<file path="src/hdl/wsdf_pkg.sv">
// shared types and constants for the websocket frame deframer
`timescale 1ns / 1ps
`default_nettype none

package wsdf_pkg;

    localparam int LENGTH_WIDTH_DEF = 16;
    localparam int MAX_PAYLOAD_W = 16;
    localparam logic [MAX_PAYLOAD_W-1:0] MAX_PAYLOAD_RESET = 16'd2048;

    localparam logic [3:0] OP_TEXT   = 4'h1;
    localparam logic [3:0] OP_BINARY = 4'h2;
    localparam logic [3:0] OP_CLOSE  = 4'h8;
    localparam logic [3:0] OP_PING   = 4'h9;

    localparam logic [6:0] LEN_EXT16 = 7'd126;
    localparam logic [6:0] LEN_EXT64 = 7'd127;

    localparam logic [2:0] EXT16_BYTES = 3'd2;
    localparam logic [2:0] EXT64_WRAP  = 3'd0;
    localparam logic [2:0] MASK_BYTES  = 3'd4;

    typedef enum logic [6:0] {
        PH_OPCODE  = 7'b000_0001,
        PH_LEN     = 7'b000_0010,
        PH_EXT16   = 7'b000_0100,
        PH_EXT64   = 7'b000_1000,
        PH_MASK    = 7'b001_0000,
        PH_PAYLOAD = 7'b010_0000,
        PH_CLOSED  = 7'b100_0000
    } phase_t;

    typedef enum logic [2:0] {
        KIND_DATA     = 3'd0,
        KIND_EMPTY    = 3'd1,
        KIND_PONG     = 3'd2,
        KIND_CLOSE    = 3'd3,
        KIND_OVERSIZE = 3'd4
    } kind_t;

    typedef struct packed {
        kind_t      kind;
        logic [7:0] data;
        logic       is_binary;
        logic       last;
    } res_t;

endpackage

`default_nettype wire

</file>
<file path="src/hdl/websocket_frame_deframer.sv">
// websocket receive-side frame deframer: header parse, unmask and result buffering
// a result goes into the output register, or into the skid stage if the output stalls, when its request is accepted
// throughput: one request per cycle; in_ready drops only while the skid stage holds a result
// a stalled output keeps one result in the output register and one in the skid stage
// reset: parser expects an opcode byte, other parser state zero, max_payload 2048
// no clearing pass; a new-connection request clears parser state when it is accepted
`timescale 1ns / 1ps
`default_nettype none

module websocket_frame_deframer #(
    parameter int LENGTH_WIDTH = wsdf_pkg::LENGTH_WIDTH_DEF
) (
    input  wire logic        clk,
    input  wire logic        rst_n,

    input  wire logic        cfg_valid,
    output logic             cfg_ready,
    input  wire logic [15:0] cfg_data,

    input  wire logic        in_valid,
    output logic             in_ready,
    input  wire logic        cmd,
    input  wire logic [7:0]  rx_byte,

    output logic             out_valid,
    input  wire logic        out_ready,
    output logic [2:0]       kind,
    output logic [7:0]       data_byte,
    output logic             is_binary,
    output logic             last
);

    localparam int LW = LENGTH_WIDTH;
    localparam int CW = (LW > wsdf_pkg::MAX_PAYLOAD_W) ? LW : wsdf_pkg::MAX_PAYLOAD_W;

    logic [15:0]       max_payload_reg;

    wsdf_pkg::phase_t  phase_reg, phase_next;
    logic [3:0]        opcode_reg, opcode_next;
    logic              mask_present_reg, mask_present_next;
    logic [2:0]        byte_counter_reg, byte_counter_next;
    logic [LW-1:0]     payload_length_reg, payload_length_next;
    logic              length_overflow_reg, length_overflow_next;
    logic [31:0]       mask_key_reg, mask_key_next;
    logic [LW-1:0]     payload_index_reg, payload_index_next;

    wsdf_pkg::res_t    res_next;
    logic              res_valid;
    wsdf_pkg::res_t    out_reg;
    logic              out_valid_reg;
    wsdf_pkg::res_t    skid_reg;
    logic              skid_valid_reg;

    logic              in_fire;
    logic              out_fire;
    logic              len_done;
    logic              fin_req;
    logic              fin_had_payload;
    logic [LW+7:0]     ext_cat;
    logic [LW:0]       index_inc;
    logic              is_last;
    logic              is_msg;
    logic [7:0]        key_byte;
    logic [CW-1:0]     cmp_len;
    logic [CW-1:0]     cmp_max;

    assign cfg_ready = 1'b1;
    assign in_ready  = !skid_valid_reg;
    assign in_fire   = in_valid && in_ready;
    assign out_fire  = out_valid_reg && out_ready;

    assign out_valid = out_valid_reg;
    assign kind      = out_reg.kind;
    assign data_byte = out_reg.data;
    assign is_binary = out_reg.is_binary;
    assign last      = out_reg.last;

    assign is_msg    = (opcode_reg == wsdf_pkg::OP_TEXT) || (opcode_reg == wsdf_pkg::OP_BINARY);
    assign ext_cat   = {payload_length_reg, rx_byte};
    assign index_inc = {1'b0, payload_index_reg} + {{LW{1'b0}}, 1'b1};
    assign is_last   = index_inc >= {1'b0, payload_length_reg};

    always_comb
    begin
        case (payload_index_reg[1:0])
            2'd0:    key_byte = mask_key_reg[31:24];
            2'd1:    key_byte = mask_key_reg[23:16];
            2'd2:    key_byte = mask_key_reg[15:8];
            default: key_byte = mask_key_reg[7:0];
        endcase
    end

    // parser step for one request
    always_comb
    begin
        phase_next           = phase_reg;
        opcode_next          = opcode_reg;
        mask_present_next    = mask_present_reg;
        byte_counter_next    = byte_counter_reg;
        payload_length_next  = payload_length_reg;
        length_overflow_next = length_overflow_reg;
        mask_key_next        = mask_key_reg;
        payload_index_next   = payload_index_reg;
        res_valid            = 1'b0;
        res_next.kind        = wsdf_pkg::KIND_DATA;
        res_next.data        = 8'd0;
        res_next.is_binary   = 1'b0;
        res_next.last        = 1'b0;
        len_done             = 1'b0;
        fin_req              = 1'b0;
        fin_had_payload      = 1'b0;
        cmp_len              = '0;
        cmp_max              = '0;

        if (cmd)
        begin
            phase_next           = wsdf_pkg::PH_OPCODE;
            opcode_next          = 4'd0;
            mask_present_next    = 1'b0;
            byte_counter_next    = 3'd0;
            payload_length_next  = '0;
            length_overflow_next = 1'b0;
            mask_key_next        = 32'd0;
            payload_index_next   = '0;
        end
        else
        begin
            case (phase_reg)
                wsdf_pkg::PH_OPCODE:
                begin
                    opcode_next = rx_byte[3:0];
                    phase_next  = wsdf_pkg::PH_LEN;
                end
                wsdf_pkg::PH_LEN:
                begin
                    mask_present_next    = rx_byte[7];
                    payload_length_next  = '0;
                    length_overflow_next = 1'b0;
                    byte_counter_next    = 3'd0;
                    if (rx_byte[6:0] == wsdf_pkg::LEN_EXT16)
                    begin
                        phase_next = wsdf_pkg::PH_EXT16;
                    end
                    else if (rx_byte[6:0] == wsdf_pkg::LEN_EXT64)
                    begin
                        phase_next = wsdf_pkg::PH_EXT64;
                    end
                    else
                    begin
                        payload_length_next = LW'(rx_byte[6:0]);
                        len_done            = 1'b1;
                    end
                end
                wsdf_pkg::PH_EXT16, wsdf_pkg::PH_EXT64:
                begin
                    if (|payload_length_reg[LW-1:LW-8])
                    begin
                        length_overflow_next = 1'b1;
                    end
                    payload_length_next = ext_cat[LW-1:0];
                    byte_counter_next   = byte_counter_reg + 3'd1;
                    if (phase_reg == wsdf_pkg::PH_EXT16)
                    begin
                        len_done = (byte_counter_next == wsdf_pkg::EXT16_BYTES);
                    end
                    else
                    begin
                        len_done = (byte_counter_next == wsdf_pkg::EXT64_WRAP);
                    end
                end
                wsdf_pkg::PH_MASK:
                begin
                    mask_key_next     = {mask_key_reg[23:0], rx_byte};
                    byte_counter_next = byte_counter_reg + 3'd1;
                    if (byte_counter_next == wsdf_pkg::MASK_BYTES)
                    begin
                        byte_counter_next = 3'd0;
                        if (payload_length_reg == '0)
                        begin
                            fin_req = 1'b1;
                        end
                        else
                        begin
                            phase_next = wsdf_pkg::PH_PAYLOAD;
                        end
                    end
                end
                wsdf_pkg::PH_PAYLOAD:
                begin
                    payload_index_next = index_inc[LW-1:0];
                    if (is_msg)
                    begin
                        res_valid          = 1'b1;
                        res_next.data      = mask_present_reg ? (rx_byte ^ key_byte) : rx_byte;
                        res_next.is_binary = (opcode_reg == wsdf_pkg::OP_BINARY);
                        res_next.last      = is_last;
                        if (is_last)
                        begin
                            phase_next = wsdf_pkg::PH_OPCODE;
                        end
                    end
                    else if (is_last)
                    begin
                        fin_req         = 1'b1;
                        fin_had_payload = 1'b1;
                    end
                end
                default:
                begin
                    phase_next = wsdf_pkg::PH_CLOSED;
                end
            endcase

            // length known: size check (oversize closes), then mask, payload or frame end
            if (len_done)
            begin
                cmp_len = CW'(payload_length_next);
                cmp_max = CW'(max_payload_reg);
                if (length_overflow_next || (cmp_len > cmp_max))
                begin
                    phase_next    = wsdf_pkg::PH_CLOSED;
                    res_valid     = 1'b1;
                    res_next.kind = wsdf_pkg::KIND_OVERSIZE;
                end
                else
                begin
                    byte_counter_next  = 3'd0;
                    payload_index_next = '0;
                    if (mask_present_next)
                    begin
                        mask_key_next = 32'd0;
                        phase_next    = wsdf_pkg::PH_MASK;
                    end
                    else if (payload_length_next == '0)
                    begin
                        fin_req = 1'b1;
                    end
                    else
                    begin
                        phase_next = wsdf_pkg::PH_PAYLOAD;
                    end
                end
            end

            // frame complete: act on the opcode
            if (fin_req)
            begin
                phase_next = wsdf_pkg::PH_OPCODE;
                if (opcode_reg == wsdf_pkg::OP_CLOSE)
                begin
                    phase_next    = wsdf_pkg::PH_CLOSED;
                    res_valid     = 1'b1;
                    res_next.kind = wsdf_pkg::KIND_CLOSE;
                end
                else if (opcode_reg == wsdf_pkg::OP_PING)
                begin
                    res_valid     = 1'b1;
                    res_next.kind = wsdf_pkg::KIND_PONG;
                end
                else if (is_msg && !fin_had_payload)
                begin
                    res_valid          = 1'b1;
                    res_next.kind      = wsdf_pkg::KIND_EMPTY;
                    res_next.is_binary = (opcode_reg == wsdf_pkg::OP_BINARY);
                    res_next.last      = 1'b1;
                end
            end
        end
    end

    always_ff @(posedge clk or negedge rst_n)
    begin
        if (!rst_n)
        begin
            max_payload_reg <= wsdf_pkg::MAX_PAYLOAD_RESET;
        end
        else if (cfg_valid && cfg_ready)
        begin
            max_payload_reg <= cfg_data;
        end
    end

    always_ff @(posedge clk or negedge rst_n)
    begin
        if (!rst_n)
        begin
            phase_reg           <= wsdf_pkg::PH_OPCODE;
            opcode_reg          <= 4'd0;
            mask_present_reg    <= 1'b0;
            byte_counter_reg    <= 3'd0;
            payload_length_reg  <= '0;
            length_overflow_reg <= 1'b0;
            mask_key_reg        <= 32'd0;
            payload_index_reg   <= '0;
        end
        else if (in_fire)
        begin
            phase_reg           <= phase_next;
            opcode_reg          <= opcode_next;
            mask_present_reg    <= mask_present_next;
            byte_counter_reg    <= byte_counter_next;
            payload_length_reg  <= payload_length_next;
            length_overflow_reg <= length_overflow_next;
            mask_key_reg        <= mask_key_next;
            payload_index_reg   <= payload_index_next;
        end
    end

    // output register with skid stage
    always_ff @(posedge clk or negedge rst_n)
    begin
        if (!rst_n)
        begin
            out_valid_reg  <= 1'b0;
            skid_valid_reg <= 1'b0;
        end
        else if (skid_valid_reg)
        begin
            if (out_fire)
            begin
                skid_valid_reg <= 1'b0;
            end
        end
        else if (in_fire && res_valid)
        begin
            if (!out_valid_reg || out_fire)
            begin
                out_valid_reg <= 1'b1;
            end
            else
            begin
                skid_valid_reg <= 1'b1;
            end
        end
        else if (out_fire)
        begin
            out_valid_reg <= 1'b0;
        end
    end

    always_ff @(posedge clk)
    begin
        if (skid_valid_reg)
        begin
            if (out_fire)
            begin
                out_reg <= skid_reg;
            end
        end
        else if (in_fire && res_valid)
        begin
            if (!out_valid_reg || out_fire)
            begin
                out_reg <= res_next;
            end
            else
            begin
                skid_reg <= res_next;
            end
        end
    end

    a_skid_implies_out: assert property (@(posedge clk) disable iff (!rst_n)
        skid_valid_reg |-> out_valid_reg)
        else $error("skid stage holds a result while the output register is empty");

    a_closed_sticks: assert property (@(posedge clk) disable iff (!rst_n)
        (phase_reg == wsdf_pkg::PH_CLOSED && in_fire && !cmd) |=>
            (phase_reg == wsdf_pkg::PH_CLOSED))
        else $error("closed connection reopened without a new-connection request");

    a_restart_clears: assert property (@(posedge clk) disable iff (!rst_n)
        (in_fire && cmd) |=> (phase_reg == wsdf_pkg::PH_OPCODE && payload_index_reg == '0))
        else $error("new-connection request did not clear the parser");

    a_control_fields_zero: assert property (@(posedge clk) disable iff (!rst_n)
        (out_valid_reg && (out_reg.kind == wsdf_pkg::KIND_PONG
            || out_reg.kind == wsdf_pkg::KIND_CLOSE
            || out_reg.kind == wsdf_pkg::KIND_OVERSIZE))
        |-> (out_reg.data == 8'd0 && !out_reg.is_binary && !out_reg.last))
        else $error("control result carries payload fields");

endmodule

`default_nettype wire
</file>
<file path="config.mk">
export PLATFORM = sky130hd
export DESIGN_NAME = websocket_frame_deframer
export DESIGN_NICKNAME = d
export VERILOG_FILES = /design/src/hdl/wsdf_pkg.sv /design/src/hdl/websocket_frame_deframer.sv
export SDC_FILE = /design/constraint.sdc
export NUM_CORES = 1
export LEC_CHECK = 0
export BUFFER_PORTS_ARGS = -buffer_cell sky130_fd_sc_hd__clkbuf_2
export CAP_MARGIN = 20
export CORE_ASPECT_RATIO = 0.7
export CORE_MARGIN = 4
export CORE_UTILIZATION = 40
export DETAILED_ROUTE_END_ITERATION = 8
export HOLD_SLACK_MARGIN = 0.05
export PLACE_DENSITY = 0.66
export SLEW_MARGIN = 20
export SYNTH_ARGS = -nofsm -noshare
export SYNTH_HDL_FRONTEND = slang
export SYNTH_SLANG_ARGS = --single-unit
</file>
<file path="constraint.sdc">
create_clock -name clk -period 5.9 [get_ports clk]
set_input_delay 1.18 -clock clk [delete_from_list [all_inputs] [get_ports clk]]
set_output_delay 1.18 -clock clk [all_outputs]
set_load 0.005 [all_outputs]
</file>
Word-level counts from Yosys, hierarchy flattened. Cells that the tools add are included.

Bits in registers: 124. Input bits: 30. Output and inout port bits: 16. Word-level logic and storage cells: 162.

Add/subtract/negate cells: 2. Order comparisons: 2. Equality and inequality tests: 18. Multiplexer cells: 94. Bitwise operators: 3. Reduce and logical (&&, ||, !) cells: 24.

Operators with widths (number): two-way mux 32 bit (5); two-way mux 7 bit (15); two-way mux 16 bit (6); two-way mux 13 bit (5); two-way mux 1 bit (37); case mux 7 bit (5 select lines) (1); logical NOT 16 bit (2); case mux 16 bit (2 select lines) (1); two-way mux 3 bit (10); case mux 8 bit (3 select lines) (1); two-way mux 10 bit (2); adder 16 x 1 -> 17 bit, second input constant (1); >= comparator 17 x 16 -> 1 bit (1); > comparator 16 bit (1); equality test 7 bit, second input constant (2); case mux 3 bit (3 select lines) (1); AND reduction 3 bit (3); equality test 4 bit, second input constant (2); two-way mux 2 bit (4); two-way mux 4 bit (2); two-way mux 8 bit (1); nonzero test 2 bit (4); OR reduction 8 bit (1); bitwise XOR 8 bit (1); other kinds (23) (34).

Logic depth before layout (Yosys ltp). Gate-level depths: netlist (run 1).

Depth after elaboration: 17. Gate-level depth with buffers: 19. Depth with buffers taken out: 17.

Least setup slack after synthesis (run 1). Ideal clock, no wire load.

Kind: reg-to-reg. From: register phase_reg[5]. To: register out_reg (netlist bit data_byte[0]), enable pin. Arrival time: 4.589 ns. Setup slack: 0.925 ns. Stages on the path, launching flop included: 18. Path buffers: 4. Period minus slack after synthesis: 4.975 ns. Cells stage by stage: dfrtp_1 -> buf_6 -> or4_4 -> buf_6 -> or3_1 -> buf_2 -> o21ai_0 -> ha_1 -> a21oi_1 -> o21ai_0 -> a221o_1 -> o31a_1 -> or2_2 -> buf_2 -> nor4_1 -> o32ai_1 -> a21o_1 -> a21boi_1.

Cells in the longest elaborated chain, start to end: 16. Elaborated cells between the ends (all ways): 39. Classes of those cells: order compare (1); eq/ne (5); mux (25); reduce/logical (8).

RTL lines: from (decl) (RTL line websocket_frame_deframer.sv:38) `wsdf_pkg::phase_t phase_reg, phase_next;`; from (signal assigned) (RTL line websocket_frame_deframer.sv:287) `phase_reg <= wsdf_pkg::PH_OPCODE;`; from (signal assigned) (RTL line websocket_frame_deframer.sv:298) `phase_reg <= phase_next;`; equality test 7 x 3 -> 1 bit or equality test 7 x 4 -> 1 bit (tied branches) (RTL line websocket_frame_deframer.sv:128, websocket_frame_deframer.sv:162); OR reduction 2 bit (RTL line websocket_frame_deframer.sv:128) `case (phase_reg)`; case mux 16 bit (2 select lines) (RTL line websocket_frame_deframer.sv:128); two-way mux 16 bit (RTL line websocket_frame_deframer.sv:115) `if (cmd)`; > comparator 16 bit (RTL line websocket_frame_deframer.sv:219) `if (length_overflow_next || (cmp_len > cmp_max))`; logical OR 1 bit (RTL line websocket_frame_deframer.sv:219); two-way mux 1 bit (RTL line websocket_frame_deframer.sv:219); two-way mux 1 bit (RTL line websocket_frame_deframer.sv:215) `if (len_done)`; two-way mux 1 bit (RTL line websocket_frame_deframer.sv:260) `else if (is_msg && !fin_had_payload)`; two-way mux 1 bit (RTL line websocket_frame_deframer.sv:255) `else if (opcode_reg == wsdf_pkg::OP_PING)`; two-way mux 1 bit (RTL line websocket_frame_deframer.sv:249) `if (opcode_reg == wsdf_pkg::OP_CLOSE)`; two-way mux 1 bit (*) (RTL line websocket_frame_deframer.sv:246) `if (fin_req)`; two-way mux 1 bit (*) (RTL line websocket_frame_deframer.sv:115); logical AND 1 bit (*) (RTL line websocket_frame_deframer.sv:350) `else if (in_fire && res_valid)`; nonzero test 2 bit (no source line) (*); AND reduction 3 bit (no source line) (*); to (signal assigned) (RTL line websocket_frame_deframer.sv:347) `out_reg <= skid_reg;`; to (signal assigned) (RTL line websocket_frame_deframer.sv:354) `out_reg <= res_next;`; to (decl) (RTL line websocket_frame_deframer.sv:49) `wsdf_pkg::res_t out_reg;`.

Mark *: on every way between the ends. The rest lies on a longest branch, timed or not. The select of a mux whose other input is x is not followed. A chain may end at the register's enable or synchronous reset.

Worst setup path in the final report (run 1).
From: register phase_reg[5]. To: register skid_reg[9] (netlist bit), enable pin.

Cells in the longest elaborated chain, start to end: 15. Elaborated cells between the ends (all ways): 38. Classes of those cells: order compare (1); eq/ne (5); mux (25); reduce/logical (7).

RTL lines: equality test 7 x 3 -> 1 bit or equality test 7 x 4 -> 1 bit (tied branches) (RTL line websocket_frame_deframer.sv:128, websocket_frame_deframer.sv:162); OR reduction 2 bit (RTL line websocket_frame_deframer.sv:128); case mux 16 bit (2 select lines) (RTL line websocket_frame_deframer.sv:128); two-way mux 16 bit (RTL line websocket_frame_deframer.sv:115); > comparator 16 bit (RTL line websocket_frame_deframer.sv:219); logical OR 1 bit (RTL line websocket_frame_deframer.sv:219); two-way mux 1 bit (RTL line websocket_frame_deframer.sv:219); two-way mux 1 bit (RTL line websocket_frame_deframer.sv:215); two-way mux 1 bit (RTL line websocket_frame_deframer.sv:260); two-way mux 1 bit (RTL line websocket_frame_deframer.sv:255); two-way mux 1 bit (RTL line websocket_frame_deframer.sv:249); two-way mux 1 bit (*) (RTL line websocket_frame_deframer.sv:246); two-way mux 1 bit (*) (RTL line websocket_frame_deframer.sv:115); logical AND 1 bit (*) (RTL line websocket_frame_deframer.sv:350); AND reduction 3 bit (no source line) (*); to (signal assigned) (RTL line websocket_frame_deframer.sv:358) `skid_reg <= res_next;`; to (decl) (RTL line websocket_frame_deframer.sv:51) `wsdf_pkg::res_t skid_reg;`.

Marks and branches as above.

==> impl_metrics.csv, run 1 <==
group,metric,value,unit
clock_tree,ctsRootBufferMaster,"clkbuf_16",
route,drtIter0Drc,849,
finish,syn_to_final_growth,14.3,%
power,powerDensity,265,nW/um^2
route,vias,5999,
global_routing,grt_pass1_wl,31100,um
clock_tree,clock_path_buffers,2,
route,routed_wirelength,19100,um
flow_run,maxCapViolations,0,
place,place_area,7590,sq um
power,ir_drop,0.000179,V
finish,n_antenna_cell,0,
timing,rsz0062_at_grt,"no",
finish,nets,857,
place,place_congestion,0.992,
global_routing,grt_pass1_vias,5548,
yosys,synth_nets,822,
timing,hold_ws,0.507,ns
timing,tns,0,ns
route,wl_per_cell,18.5,um
timing,slew_viol_final,0,
timing,maxSlewHeadroom,42.7,%
yosys,ys_warn_count,0,
clock_tree,cts_tree,"done",
global_routing,grt_max_degree,51,
yosys,synth-main-ff-cell,"dfrtp_1",
setup_path,crit_slowest_cell,"or4_4",
clock_tree,cts_num_sinks,124,
finish,drive_gt1_share,13.4,%
die,row_count,40,
setup_path,cp-startpoint,"phase_reg[5]",
setup_path,slowest_delay,0.67,ns
global_routing,grt.total_usage,19.2,%
clock_tree,cts_buffers,17,
die,start_util,41.3,%
setup_path,worstSetupEndpointType,"register",
power,p_sw,603,uW
timing,fin_crit,5.07,ns
place,port-buffer-count,44,
timing,skew,0.0115,ns
timing,hold_viol,0,
yosys,synth-edff-count,26,
setup_path,critPathMaxFanout,15,
place,dp_hpwl,13700,um
finish,fin_area,8170,sq um
setup_path,reg2reg_depth,14,
setup_path,crit_type,"reg2reg",
finish,largest_reg_flops,32,
yosys,synth_cell_types,74,
setup_path,cpMostUsedCell,"o21ai_0",
route,dr.pass1.iters,8,
yosys,syn_area,7150,sq um
clock_tree,clk_pin_slew,0.06,ns
yosys,synth-seq-area-share,45.3,%
global_routing,gr-total-overflow,0,
timing,finalCritPeriodShare,85.9,%
route,drc,0,
global_routing,antenna_found_initial,0,
power,clkPwrFrac,47.7,%
die,die_h,120,um
power,swShare,27.9,%
timing,worst_slew_pin_slew,0.859,ns
power,power.leakage,0.00354,uW
die,die_area,20100,sq um
clock_tree,clkLatencyLatePin,0.42,ns
setup_path,reg2reg_slack,0.83,ns
yosys,async_flop_share,79.0,%
power,power_frac_seq,42.2,%
setup_path,worstPathArrival,5.17,ns
route,post_drt_via_cell_ratio,5.82,
die,die_w,168,um
clock_tree,postCtsSetupRepairBufs,0,
setup_path,crit_chain,"or4_4, or3_1, o21ai_0, ha_1, a21oi_1, o21ai_0, a221o_1, o31a_1, or2_2, nor4_1, o32ai_1, a21o_1, nor3b_2, buf_4",
clock_tree,htreeDepth,4,
route,ant_nets,0,
setup_path,timing.rr.start,"phase_reg[5]",
setup_path,cp.required,6.00,ns
die,core_area,17300,sq um
yosys,synth-seq-cells,124,
setup_path,endpoint,"skid_reg[9]",
setup_path,r2r_end,"skid_reg[9]",
timing,finalSetupViolCount,0,
status,status,"finished, final reports clean",
yosys,synthCells,752,
timing,timing.fmax,0.197,GHz
clock_tree,cts_resized,0,
power,p_int,1560,uW
setup_path,startpoint_type,"register",
die,ios,46,
worst_hold_path,hold_path.class,"reg2reg",
clock_tree,hold_buffers,0,
power,p_comb_share,10.1,%
yosys,syn_area_per_cell,9.50,sq um
[cells in the mapped netlist (all sizes together) (4+ instances only)]
cell	n	area (sq um)
a31oi	6	37.5
a22o	46	403
nor4	7	56.3
xnor2	18	158
clkbuf	33	125
edfxtp	26	781
o41ai	4	35.0
and2	11	68.8
a21o	6	45.0
nand3	17	85.1
nand2	102	383
a221oi	6	52.6
xor2	9	78.8
nor3	14	91.3
o31a	4	35.0
o21ai	78	394
a21oi	30	150
o31ai	19	148
a22oi	5	37.5
nand4	10	62.6
buf	6	43.8
inv	40	150
ha	40	500
a222oi	8	80.1
dfrtp	96	2400
or4	5	41.3
and3	8	50.1
nor2	45	169
[power groups by stage]
stage / Sequential [uW] / Clock [uW] / Combinational [uW]
after CTS: 912 / 1050 / 215
after global placement: 928 / 0 / 214
final: 913 / 1030 / 218
after global routing: 916 / 1090 / 240
after floorplan: 923 / 0 / 137
after detailed placement: 928 / 0 / 214
[cell families (layout without fill, tap and decap cells)]
family	after synthesis	after routing	share of synthesized area (%)
AOI/OAI and AO/OA	240	240	23.3
muxes	3	3	0.438
buffers and inverters	79	127	4.46
DFF	124	124	45.3
other	1	1	0.0525
xor gates and xnor gates	27	27	3.31
and+or+nand+nor	238	238	16.2
adders and majority gates	40	40	7.00
[worst max-delay path, delay by kind of cell, from the launching register on]
kind	cells	cell delay, ns
buffers and inverters	1	0.23
AO/OA/AOI/OAI	7	1.62
flip-flops	1	0.47
adder cells (fa/ha/maj)	1	0.33
AND/OR/NAND/NOR	5	2.09
[placed cells by master (no fill, tap or decap), drive strengths merged, types with 12 or more instances in the layout]
cell type	netlist	final
nand2	102	102
dfrtp	96	96
o21ai	78	78
clkbuf	33	60
inv	40	52
a22o	46	46
nor2	45	45
ha	40	40
a21oi	30	30
edfxtp	26	26
o31ai	19	19
xnor2	18	18
nand3	17	17
nor3	14	14
buf	6	12
[cell type report]
type	count	area, sq um
inverter	40	150
clock buffer	17	425
multi-input combinational	549	3610
tap	231	289
timing repair buffer	55	305
sequential	124	3240
fill	1638	9150
clock inverter	15	150
[how the worst min path moves through the flow]
stage | startpoint | cells past startpoint | endpoint | slack [ns]
floorplan | payload_index_reg[15] | 1 | payload_index_reg[15] | 0.47
global placement | mask_key_reg[26] | 1 | mask_key_reg[26] | 0.49
detailed placement | payload_index_reg[15] | 1 | payload_index_reg[15] | 0.49
CTS | payload_index_reg[15] | 1 | payload_index_reg[15] | 0.51
global route | payload_index_reg[15] | 1 | payload_index_reg[15] | 0.54
finish | payload_index_reg[15] | 1 | payload_index_reg[15] | 0.51
[through the flow]
| step | instances | total power (uW) | utilization (%) | setup WS [ns] |
|---|---|---|---|---|
| after global placement | 999 | 1140 | 43.8 | 0.932 |
| after floorplan | 752 | 1060 | - | 0.925 |
| after detailed placement | 999 | 1140 | 43.8 | 0.803 |
| after CTS | 1031 | 2180 | 47.2 | 0.887 |
| final | 1031 | 2160 | 47.2 | 0.831 |
| after global routing | 1031 | 2250 | 47.2 | 0.629 |
[metal layers]
metal / GRT usage, % / wire length, um
met5: 0 / 0
met4: 4.16 / 160
met3: 4.87 / 1490
met2: 24.8 / 7410
met1: 31.4 / 10000
No activity file was read; power rests on OpenSTA's default activity.
==> inputs of run 2 (changes only) <==
--- a/config.mk
+++ b/config.mk
@@ -12,7 +12,7 @@
 export CORE_UTILIZATION = 40
 export DETAILED_ROUTE_END_ITERATION = 8
 export HOLD_SLACK_MARGIN = 0.05
-export PLACE_DENSITY = 0.66
+export PLACE_DENSITY_LB_ADDON = 0.08
 export SLEW_MARGIN = 20
 export SYNTH_ARGS = -nofsm -noshare
 export SYNTH_HDL_FRONTEND = slang
==> impl_metrics.csv, run 2 (synthesis gave the netlist of run 1 again) <==
group,metric,value,unit
worst_hold_path,hold_path.class,"reg2reg",
route,wl_per_cell,19.4,um
setup_path,worstSetupEndpointType,"register",
die,die_w,168,um
clock_tree,cts_buffers,17,
global_routing,grt.total_usage,20.0,%
worst_hold_path,hold_depth,1,
timing,timing.fmax,0.197,GHz
finish,largest_reg_flops,32,
route,drc,0,
clock_tree,cts_tree,"done",
finish,syn_to_final_growth,14.6,%
timing,maxSlewHeadroom,40.2,%
die,die_area,20100,sq um
route,vias,6055,
worst_hold_path,hp-start,"payload_index_reg[15]",
flow_run,maxCapViolations,0,
route,drtIter0Drc,807,
finish,nets,855,
global_routing,grt_max_degree,63,
setup_path,reg2reg_slack,0.82,ns
global_routing,grt_pass1_wl,31700,um
clock_tree,postCtsSetupRepairBufs,0,
finish,final_util,47.3,%
die,core_area,17300,sq um
status,status,"finished, final reports clean",
die,row_count,40,
place,dp_hpwl,14700,um
timing,worst_slew_pin_slew,0.898,ns
die,ios,46,
setup_path,reg2reg_depth,14,
route,ant_nets,0,
clock_tree,htreeDepth,4,
clock_tree,cts_num_sinks,124,
power,power.leakage,0.00353,uW
timing,hold_viol,0,
finish,drive_gt1_share,13.2,%
place,port-buffer-count,44,
clock_tree,ctsRootBufferMaster,"clkbuf_16",
timing,skew,0.00942,ns
place,place_congestion,0.904,
setup_path,startpoint_type,"register",
die,die_h,120,um
route,dr.pass1.iters,5,
timing,tns,0,ns
clock_tree,clock_path_buffers,2,
setup_path,critPathMaxFanout,15,
timing,fin_crit,5.08,ns
finish,final_common_cell,"nand2_1",
global_routing,grt_pass1_vias,5631,
timing,finalSetupViolCount,0,
power,powerDensity,272,nW/um^2
clock_tree,hold_buffers,0,
power,ir_drop,0.000158,V
timing,slew_viol_final,0,
timing,rsz0062_at_grt,"no",
setup_path,crit_type,"reg2reg",
setup_path,timing.rr.start,"phase_reg[5]",
clock_tree,clkLatencyLatePin,0.42,ns
die,start_util,41.3,%
global_routing,antenna_found_initial,0,
finish,n_antenna_cell,0,
worst_hold_path,hold_end,"payload_index_reg[15]",
clock_tree,cts_resized,0,
setup_path,worstPathArrival,5.20,ns
setup_path,cp.required,6.02,ns
finish,mostFrequentLayoutCells,"nand2_1, dfrtp_1, o21ai_0",
setup_path,r2r_end,"skid_reg[6]",
route,post_drt_via_cell_ratio,5.88,
timing,finalCritPeriodShare,86.2,%
route,routed_wirelength,20000,um
global_routing,gr-total-overflow,0,
clock_tree,clk_pin_slew,0.06,ns
-- run 2: cell types whose count changed in the layout (fill, tap and decap cells not counted), sizes merged --
cell / delta
inv: -7
clkinv: +3
clkinvlp: +2
buf: -2
bufinv: +2
-- run 2: worst max-delay path by stage --
| stage | startpoint | to | slack (ns) | cells after the start |
|---|---|---|---|---|
| final | phase_reg[5] | skid_reg[6] | 0.82 | 14 |
| after global routing | phase_reg[2] | data_byte[7] | 0.48 | 16 |
| after CTS | phase_reg[5] | skid_reg[6] | 0.83 | 14 |
| after detailed placement | rx_byte[3] | skid_reg[7] | 0.74 | 16 |
| after global placement | rx_byte[3] | skid_reg[7] | 0.89 | 16 |
| after floorplan | phase_reg[5] | data_byte[0] | 0.92 | 17 |
-- run 2: per-stage QoR --
step,hold slack [ns],cells,cell area (sq um),worst slack [ns],total power [uW]
detailed placement,0.489,997,7570,0.736,1150
floorplan,0.466,752,7150,0.925,1060
finish,0.500,1029,8190,0.817,2230
global route,0.534,1029,8190,0.475,2310
global placement,0.484,997,7570,0.885,1140
CTS,0.505,1029,8190,0.830,2250
-- run 2: critical path, cell delays in order, from the launching register on --
cell	delay (ns)
dfrtp_1	0.46
or4_4	0.67
or3_1	0.56
o21ai_0	0.33
ha_1	0.32
a21oi_1	0.14
o21ai_0	0.09
a221o_1	0.38
o31a_1	0.31
or2_2	0.42
nor4_1	0.31
o32ai_1	0.14
a21o_1	0.25
nor3b_2	0.18
buf_4	0.23
-- run 2: report_power, final --
group          switching, uW  internal (uW)
sequential              21.5            894
clock                    424            672
combinational            148           69.7
-- run 2: cell type report --
cell class,count,area [sq um]
Sequential cell,124,3240
Clock buffer,17,425
Timing Repair Buffer,53,290
Fill cell,1640,9130
Inverter,40,150
Multi-Input combinational cell,549,3610
Clock inverter,15,188
Tap cell,231,289
-- run 2: metal layers --
metal	global-route usage, %	part of all wire [%]
met4	6.94	1.8
met3	5.50	7.5
met1	30.3	50
met5	0	0
met2	27.0	40
